## src/hdl/hamming_sec_codec_defines.svh

```systemverilog
// ----------------------------------------------------------------------------
// hamming_sec_codec_defines.svh
// Assertion macros shared by the Hamming SEC codec.
// ----------------------------------------------------------------------------
`ifndef HAMMING_SEC_CODEC_DEFINES_SVH
`define HAMMING_SEC_CODEC_DEFINES_SVH

// check a condition in the same cycle as its trigger
`define HSC_ASSERT_NOW(label, clk, rst, trig, cond) \
   label: assert property (@(posedge clk) disable iff (rst) (trig) |-> (cond)) \
      else $error("hsc: same-cycle check failed");

// check a condition a fixed number of cycles after its trigger
`define HSC_ASSERT_DELAY(label, clk, rst, trig, dly, cond) \
   label: assert property (@(posedge clk) disable iff (rst) (trig) |-> ##dly (cond)) \
      else $error("hsc: delayed check failed");

`endif

```

## src/hdl/hsc_pkg.sv

```systemverilog
// ----------------------------------------------------------------------------
// hsc_pkg
// Types, constants and helper functions of the Hamming SEC codec.
// ----------------------------------------------------------------------------
`timescale 1ns / 1ps
`default_nettype none

package hsc_pkg;

   localparam int MaxDataBytes = 7;
   localparam int WordWidth    = 62;
   localparam int PosWidth     = 6;
   localparam int CfgWidth     = 3;
   localparam int ParityBits   = 6;

   localparam logic OP_ENCODE = 1'b0;
   localparam logic OP_DECODE = 1'b1;

   typedef struct packed {
      logic                 operation;
      logic [WordWidth-1:0] word;
   } hsc_req_type;

   typedef struct packed {
      logic [WordWidth-1:0] result_word;
      logic [PosWidth-1:0]  error_position;
   } hsc_rsp_type;

   typedef struct packed {
      logic                 valid;
      logic                 operation;
      logic [PosWidth-1:0]  code_len;
      logic [WordWidth-1:0] bits;
   } hsc_beat_type;

   typedef struct packed {
      hsc_beat_type          beat;
      logic [ParityBits-1:0] syndrome;
   } hsc_syn_type;

   function automatic logic hsc_is_pow2(int v);
      return (v != 0) && ((v & (v - 1)) == 0);
   endfunction

   // data bits per row, zero and out-of-range settings clamped
   function automatic logic [PosWidth-1:0] hsc_data_len(logic [CfgWidth-1:0] db);
      logic [PosWidth-1:0] n;
      case (db)
         3'd0, 3'd1: n = 6'd8;
         3'd2:       n = 6'd16;
         3'd3:       n = 6'd24;
         3'd4:       n = 6'd32;
         3'd5:       n = 6'd40;
         3'd6:       n = 6'd48;
         3'd7:       n = 6'd56;
         default:    n = 6'd8;
      endcase
      return n;
   endfunction

   // codeword bits per row: data bits plus parity bits
   function automatic logic [PosWidth-1:0] hsc_code_len(logic [CfgWidth-1:0] db);
      logic [PosWidth-1:0] l;
      case (db)
         3'd0, 3'd1: l = 6'd12;
         3'd2:       l = 6'd21;
         3'd3:       l = 6'd29;
         3'd4:       l = 6'd38;
         3'd5:       l = 6'd46;
         3'd6:       l = 6'd54;
         3'd7:       l = 6'd62;
         default:    l = 6'd12;
      endcase
      return l;
   endfunction

endpackage

`default_nettype wire

```

## src/hdl/hsc_front.sv

```systemverilog
// ----------------------------------------------------------------------------
// hsc_front
// Input stage: masks the row to its length and spreads data bits onto
// codeword positions for encode.
// ----------------------------------------------------------------------------
`timescale 1ns / 1ps
`default_nettype none

module hsc_front (
   input  wire logic                      clock,
   input  wire logic                      reset,
   input  wire logic                      accept,
   input  wire hsc_pkg::hsc_req_type      req_item,
   input  wire logic [hsc_pkg::CfgWidth-1:0] data_bytes,
   output hsc_pkg::hsc_beat_type          beat_out
);
   import hsc_pkg::*;

   logic [PosWidth-1:0]  data_len;
   logic [PosWidth-1:0]  code_len;
   logic [WordWidth-1:0] spread;
   logic [WordWidth-1:0] code_masked;
   hsc_beat_type         beat_in;
   hsc_beat_type         beat_ff;
   logic                 valid_ff;

   always_comb begin
      int d;
      data_len    = hsc_data_len(data_bytes);
      code_len    = hsc_code_len(data_bytes);
      spread      = '0;
      code_masked = '0;
      d = 0;
      for (int pos = 1; pos <= WordWidth; pos++) begin
         if (!hsc_is_pow2(pos)) begin
            if (6'(d) < data_len) begin
               spread[pos-1] = req_item.word[d];
            end
            d++;
         end
      end
      for (int i = 0; i < WordWidth; i++) begin
         code_masked[i] = req_item.word[i] & (6'(i) < code_len);
      end
      beat_in.valid     = 1'b1;
      beat_in.operation = req_item.operation;
      beat_in.code_len  = code_len;
      beat_in.bits      = (req_item.operation == OP_DECODE) ? code_masked : spread;
   end

   always_ff @(posedge clock) begin
      if (reset) begin
         valid_ff <= 1'b0;
      end else begin
         valid_ff <= accept;
      end
      if (accept) begin
         beat_ff <= beat_in;
      end
   end

   always_comb begin
      beat_out       = beat_ff;
      beat_out.valid = valid_ff;
   end

endmodule

`default_nettype wire

```

## src/hdl/hsc_syndrome.sv

```systemverilog
// ----------------------------------------------------------------------------
// hsc_syndrome
// Parity stage: XOR trees over each position group give the parity bits on
// encode and the syndrome on decode.
// ----------------------------------------------------------------------------
`timescale 1ns / 1ps
`default_nettype none

module hsc_syndrome (
   input  wire logic                  clock,
   input  wire logic                  reset,
   input  wire hsc_pkg::hsc_beat_type beat_in,
   output hsc_pkg::hsc_syn_type       syn_out
);
   import hsc_pkg::*;

   logic [ParityBits-1:0] syndrome_in;
   hsc_syn_type           syn_ff;
   logic                  valid_ff;

   always_comb begin
      syndrome_in = '0;
      for (int k = 0; k < ParityBits; k++) begin
         for (int i = 0; i < WordWidth; i++) begin
            if ((((i + 1) >> k) & 1) != 0) begin
               syndrome_in[k] = syndrome_in[k] ^ beat_in.bits[i];
            end
         end
      end
   end

   always_ff @(posedge clock) begin
      if (reset) begin
         valid_ff <= 1'b0;
      end else begin
         valid_ff <= beat_in.valid;
      end
      if (beat_in.valid) begin
         syn_ff.beat     <= beat_in;
         syn_ff.syndrome <= syndrome_in;
      end
   end

   always_comb begin
      syn_out            = syn_ff;
      syn_out.beat.valid = valid_ff;
   end

endmodule

`default_nettype wire

```

## src/hdl/hsc_finish.sv

```systemverilog
// ----------------------------------------------------------------------------
// hsc_finish
// Output stage: inserts parity bits on encode; flips the named bit and
// strips parity on decode.
// ----------------------------------------------------------------------------
`timescale 1ns / 1ps
`default_nettype none

module hsc_finish (
   input  wire logic                 clock,
   input  wire logic                 reset,
   input  wire hsc_pkg::hsc_syn_type syn_in,
   output logic                      rsp_valid,
   output hsc_pkg::hsc_rsp_type      rsp_item
);
   import hsc_pkg::*;

   logic [WordWidth-1:0] coded;
   logic [WordWidth-1:0] fixed;
   logic [WordWidth-1:0] data;
   logic [PosWidth-1:0]  flip_idx;
   logic                 flip;
   hsc_rsp_type          rsp_in;
   hsc_rsp_type          rsp_ff;
   logic                 valid_ff;

   always_comb begin
      int d;
      coded = syn_in.beat.bits;
      for (int k = 0; k < ParityBits; k++) begin
         coded[(1 << k) - 1] = syn_in.syndrome[k];
      end

      flip_idx = syn_in.syndrome - 6'd1;
      flip     = (syn_in.syndrome != '0) && (syn_in.syndrome <= syn_in.beat.code_len);
      fixed    = syn_in.beat.bits;
      if (flip) begin
         fixed[flip_idx] = ~fixed[flip_idx];
      end

      data = '0;
      d = 0;
      for (int pos = 1; pos <= WordWidth; pos++) begin
         if (!hsc_is_pow2(pos)) begin
            data[d] = fixed[pos-1];
            d++;
         end
      end

      if (syn_in.beat.operation == OP_DECODE) begin
         rsp_in.result_word    = data;
         rsp_in.error_position = syn_in.syndrome;
      end else begin
         rsp_in.result_word    = coded;
         rsp_in.error_position = '0;
      end
   end

   always_ff @(posedge clock) begin
      if (reset) begin
         valid_ff <= 1'b0;
      end else begin
         valid_ff <= syn_in.beat.valid;
      end
      if (syn_in.beat.valid) begin
         rsp_ff <= rsp_in;
      end
   end

   assign rsp_valid = valid_ff;
   assign rsp_item  = rsp_ff;

endmodule

`default_nettype wire

```

## src/hdl/hamming_sec_codec.sv

```systemverilog
// ----------------------------------------------------------------------------
// hamming_sec_codec
// Hamming single-error-correcting codec, one row of 8 to 56 data bits a beat.
// ----------------------------------------------------------------------------
// A beat taken on accept passes the front, parity and finish registers to rsp_valid.
// Throughput: one beat per cycle, set by the three-stage front/parity/finish
// pipeline; busy is high during reset and the cycle right after it, low otherwise.
// Reset: clears all pipeline valid bits, drops any beat in flight and sets
// data_bytes to 1.
`timescale 1ns / 1ps
`default_nettype none
`include "hamming_sec_codec_defines.svh"

module hamming_sec_codec (
   input  wire logic                         clock,
   input  wire logic                         reset,
   input  wire logic                         start,
   output logic                              busy,
   input  wire hsc_pkg::hsc_req_type         req_item,
   output logic                              rsp_valid,
   output hsc_pkg::hsc_rsp_type              rsp_item,
   input  wire logic                         csr_wr_en,
   input  wire logic [hsc_pkg::CfgWidth-1:0] csr_wr_data
);
   import hsc_pkg::*;

   logic [CfgWidth-1:0] data_bytes_ff;
   logic                busy_ff;
   logic                accept;
   hsc_beat_type        front_beat;
   hsc_syn_type         syn_beat;

   always_ff @(posedge clock) begin
      if (reset) begin
         data_bytes_ff <= 3'd1;
         busy_ff       <= 1'b1;
      end else begin
         busy_ff <= 1'b0;
         if (csr_wr_en) begin
            data_bytes_ff <= csr_wr_data;
         end
      end
   end

   assign busy   = busy_ff;
   assign accept = start && !busy_ff;

   hsc_front u_front (
      .clock      (clock),
      .reset      (reset),
      .accept     (accept),
      .req_item   (req_item),
      .data_bytes (data_bytes_ff),
      .beat_out   (front_beat)
   );

   hsc_syndrome u_syndrome (
      .clock   (clock),
      .reset   (reset),
      .beat_in (front_beat),
      .syn_out (syn_beat)
   );

   hsc_finish u_finish (
      .clock     (clock),
      .reset     (reset),
      .syn_in    (syn_beat),
      .rsp_valid (rsp_valid),
      .rsp_item  (rsp_item)
   );

   `HSC_ASSERT_DELAY(a_latency, clock, reset, accept, 3, rsp_valid)
   `HSC_ASSERT_NOW(a_encode_no_error, clock, reset, rsp_valid && $past(accept && req_item.operation == OP_ENCODE, 3), rsp_item.error_position == '0)
   `HSC_ASSERT_NOW(a_decode_width, clock, reset, rsp_valid && $past(accept && req_item.operation == OP_DECODE, 3), rsp_item.result_word[61:56] == '0)

endmodule

`default_nettype wire
```

## config.mk

```make
export PLATFORM = sky130hd
export DESIGN_NAME = hamming_sec_codec
export DESIGN_NICKNAME = d
export VERILOG_FILES = /design/src/hdl/hsc_pkg.sv /design/src/hdl/hsc_front.sv /design/src/hdl/hsc_syndrome.sv /design/src/hdl/hsc_finish.sv /design/src/hdl/hamming_sec_codec.sv
export VERILOG_INCLUDE_DIRS = /design/src /design/src/hdl
export SDC_FILE = /design/constraint.sdc
export NUM_CORES = 1
export LEC_CHECK = 0
export BUFFER_PORTS_ARGS = -buffer_cell sky130_fd_sc_hd__buf_2
export CAP_MARGIN = 20
export CORE_MARGIN = 4
export CORE_UTILIZATION = 41
export CTS_BUF_LIST = sky130_fd_sc_hd__clkbuf_16
export CTS_CLUSTER_SIZE = 20
export DETAILED_ROUTE_END_ITERATION = 10
export SLEW_MARGIN = 0
export SYNTH_ARGS = -nofsm -noshare
export SYNTH_HDL_FRONTEND = slang
export SYNTH_HIERARCHICAL = 1
export SYNTH_SLANG_ARGS = --single-unit
```

## constraint.sdc

```tcl
create_clock -name clock -period 7.1 [get_ports clock]
set_input_delay 0.355 -clock clock [delete_from_list [all_inputs] [get_ports clock]]
set_output_delay 0.355 -clock clock [all_outputs]
set_load 0.05 [all_outputs]
```

==> results.md <==
- Run status: complete, no violations
- Chip height: 175 um
- Vias: 7598
- Unique masters post-synth: 84
- Yosys reg bits: 217
- GPL Wtd Cong: 0.970
- Setup violations, final: 0
- DIE WIDTH: 175 um
- Cell count after synthesis: 892
- CP delay by family, top: simple AND/OR/NAND/NOR gates
- CP required: 7.37 ns
- Worst Tran Pin Value: 1.03 ns
- Largest area contributor in the netlist: edfxtp_1
- Min-delay src: csr_wr_data[0]
- WL/cell: 22.5 um
- Fin crit share: 57.0%
- Grt total ovfl: 0
- Initial Util: 42.1%
- Pleak: 4.90 nW
- H-tree level count: 1
- R2R setup slack: 3.05 ns
- DRT antenna net count: 0
- Fin util: 48.5%
- Hold path depth: 2
- Routed WL: 31500 um
- Comb pwr share: 21.1%
- Ports: 140
- Number of flops mapped to enable cells by yosys: 210
- Syn Nets: 970
- Critical Path Fanout Max: 48
- Reg2Reg Launch Point: u_syndrome/syn_out[0]
- CTS buffer count: 24
- Hold WC Path Type: primary input to flop
- Fin nets: 1088
- R2R Path End: u_finish/rsp_item[60]
- Die area: 30600 sq um
- Final min period: 4.05 ns
- Top FF cell, synth: edfxtp_1
- CP Data Arrival Time: 4.32 ns
- Initial antenna violation count: 0
- CP Class: flop to flop
- Bufs and invs on worst path: 2
- Initial DRC Count: 726
- Share of the synthesized area in the top cell type: 55.2%
- Setup WS post-layout: 3.05 ns
- Remaining DRCs: 0
- Fraction of layout cells with a size suffix above 1: 22.8%
- Core ar.: 27200 sq um
- Most numerous cell in the Yosys netlist: edfxtp_1
- Yosys warns: 6
- All-layer global routing usage: 20.0%
- Setup TNS: 0 ns
- Crit path largest cell delay: 0.86 ns
- CTS tree: done
- Hold buffer count at cts: 0
- Sw frac: 28.3%
- RSZ-0062 raised after global routing: false
- Netlist Area Pre-Place: 11400 sq um
- Hold Vio Cnt, Final: 0
- Row count: 60
- Clk pin slew, worst setup/hold paths: 0.06 ns
- Max Cap Viol: 0
- Hold-critical path endpoint: data_bytes_ff[0]
- Slew headroom: 31.0%
- Clk pwr share: 36.3%
- Dominant cells by area after synthesis: edfxtp_1 55%, xnor2_1 6.0%, mux2i_1 5.5%
- Area growth, synth to finish: 15.3%
- Reg power frac: 42.6%
- Startpoint Class: flop
- Pin count of the biggest net entering global routing: 77
- Number of port buffers: 139
- Post-DP HPWL: 23800 um
- WHS: 0.0559 ns
- Final Max Slew Viols: 0
- Tot Pwr: 3.61 mW
- Skew final: 0.0168 ns
- R2R cell count: 8
- Post-synthesis area per instance: 12.8 sq um
- Root Driver: clkbuf_16
- Post-CTS resize count: 0
- Ys async rst share: 0%
- Clock Path Buffers: 3
- Cell at the slowest stage of the critical path: xor2_2
- Vias in the first global route: 7480
- Maximum VDD drop: 0.160 mV
- Clk sink count: 217
- First drt pass iteration count: 6
- P_int: 2.59 mW
- Vias per inst: 5.43
- First-pass GRT wire length: 47000 um
- Sw Pwr: 1.02 mW
- Synth top cells by count: 210 x edfxtp_1, 78 x xnor2_1, 74 x nor2_1
- Clock Latency Late Sink: 0.52 ns
- Critical Path Sink Type: flop
- Power per Cell Area: 274 nW/um^2
- DP Worst Slack: 3.12 ns
- Post-CTS setup buffer count: 0
- Crit-path cells: buf_4 -> inv_2 -> ha_1 -> xor2_2 -> nand3_1 -> or2_1 -> a21o_1 -> a221o_1
- F_max: 0.247 GHz
- Post-synthesis sequential area ratio: 56.4%
- Number of diodes: 0
## cell usage in the layout, fill, tap and decap left out, types with 4 or more instances in the layout
cell type / n
and2_2: 4
mux2_4: 8
o221ai_1: 16
xnor3_1: 11
nor3_1: 9
xor2_1: 10
buf_2: 138
nand4_1: 5
a31oi_1: 8
o21ai_1: 4
clkinv_1: 6
nand2_1: 44
bufinv_16: 5
nor2b_1: 27
nand3_1: 20
clkbuf_16: 25
o211ai_1: 22
a22oi_1: 16
nor2_1: 74
mux2i_1: 63
mux4_2: 6
and2_1: 6
inv_1: 36
ha_1: 8
a221o_1: 15
a21oi_1: 26
edfxtp_1: 210
dfxtp_1: 5
xnor2_1: 78
buf_4: 10
or2_2: 7
a21o_1: 6
o21ai_0: 22
## worst max path at each step
stage | start | to | slack [ns] | depth (start not counted)
CTS | u_syndrome/syn_out[0] | u_finish/rsp_item[60] | 3.14 | 8
floorplan | busy | u_front/beat_out[0] | 3.09 | 1
detailed placement | u_syndrome/syn_out[0] | u_finish/rsp_item[60] | 3.12 | 8
finish | u_syndrome/syn_out[0] | u_finish/rsp_item[60] | 3.05 | 8
global placement | u_syndrome/syn_out[0] | u_finish/rsp_item[60] | 3.19 | 8
global route | u_syndrome/syn_out[0] | u_finish/rsp_item[60] | 2.88 | 8
## logic make-up (layout without fill, tap and decap cells)
| family | after synthesis | after routing | synth area share (%) |
|---|---|---|---|
| DFF | 217 | 217 | 56.4 |
| adders and majority gates | 8 | 8 | 0.876 |
| and+or+nand+nor | 219 | 219 | 9.46 |
| AOI/OAI and AO/OA | 174 | 174 | 11.4 |
| muxes | 80 | 80 | 8.05 |
| xor gates and xnor gates | 104 | 104 | 9.79 |
| buffers and inverters | 89 | 225 | 4.05 |
| other | 1 | 1 | 0.0328 |
## state kept, by name (all words and copies together) (netlist names)
register             cells
busy                     1
u_front/valid_ff         1
u_front/beat_out        67
u_finish/rsp_valid       1
u_syndrome/syn_out      75
u_finish/rsp_item       68
u_syndrome/valid_ff      1
data_bytes_ff            3
## power by group through the flow
stage               logic [mW]  registers (mW)  clock network (mW)
global route             0.810            1.54                1.40
global placement         0.756            1.57                   0
floorplan                0.556            1.55                   0
detailed placement       0.755            1.57                   0
finish                   0.763            1.54                1.31
CTS                      0.758            1.54                1.34
## layer usage
metal  GRT usage, %  vias up  part of all wire [%]
met1           29.0     3608                    46
met5              0        -                     0
met4           5.17        0                   2.5
li1               -     3587                     -
met3           3.61       64                   7.0
met2           31.3      339                    45
## metrics by stage
stage               instances  area [sq um]
finish                   1400         13200
global placement         1356         12300
global route             1400         13200
floorplan                 892         11400
detailed placement       1356         12300
CTS                      1400         13200
## final cells by class
type | instances | area [sq um]
Clock buffer | 25 | 626
Multi-Input combinational cell | 586 | 4540
Clock inverter | 19 | 214
Tap cell | 372 | 465
Sequential cell | 217 | 6450
Fill cell | 2434 | 14000
Inverter | 33 | 124
Timing Repair Buffer | 148 | 766
No activity file was read; power rests on OpenSTA's default activity.
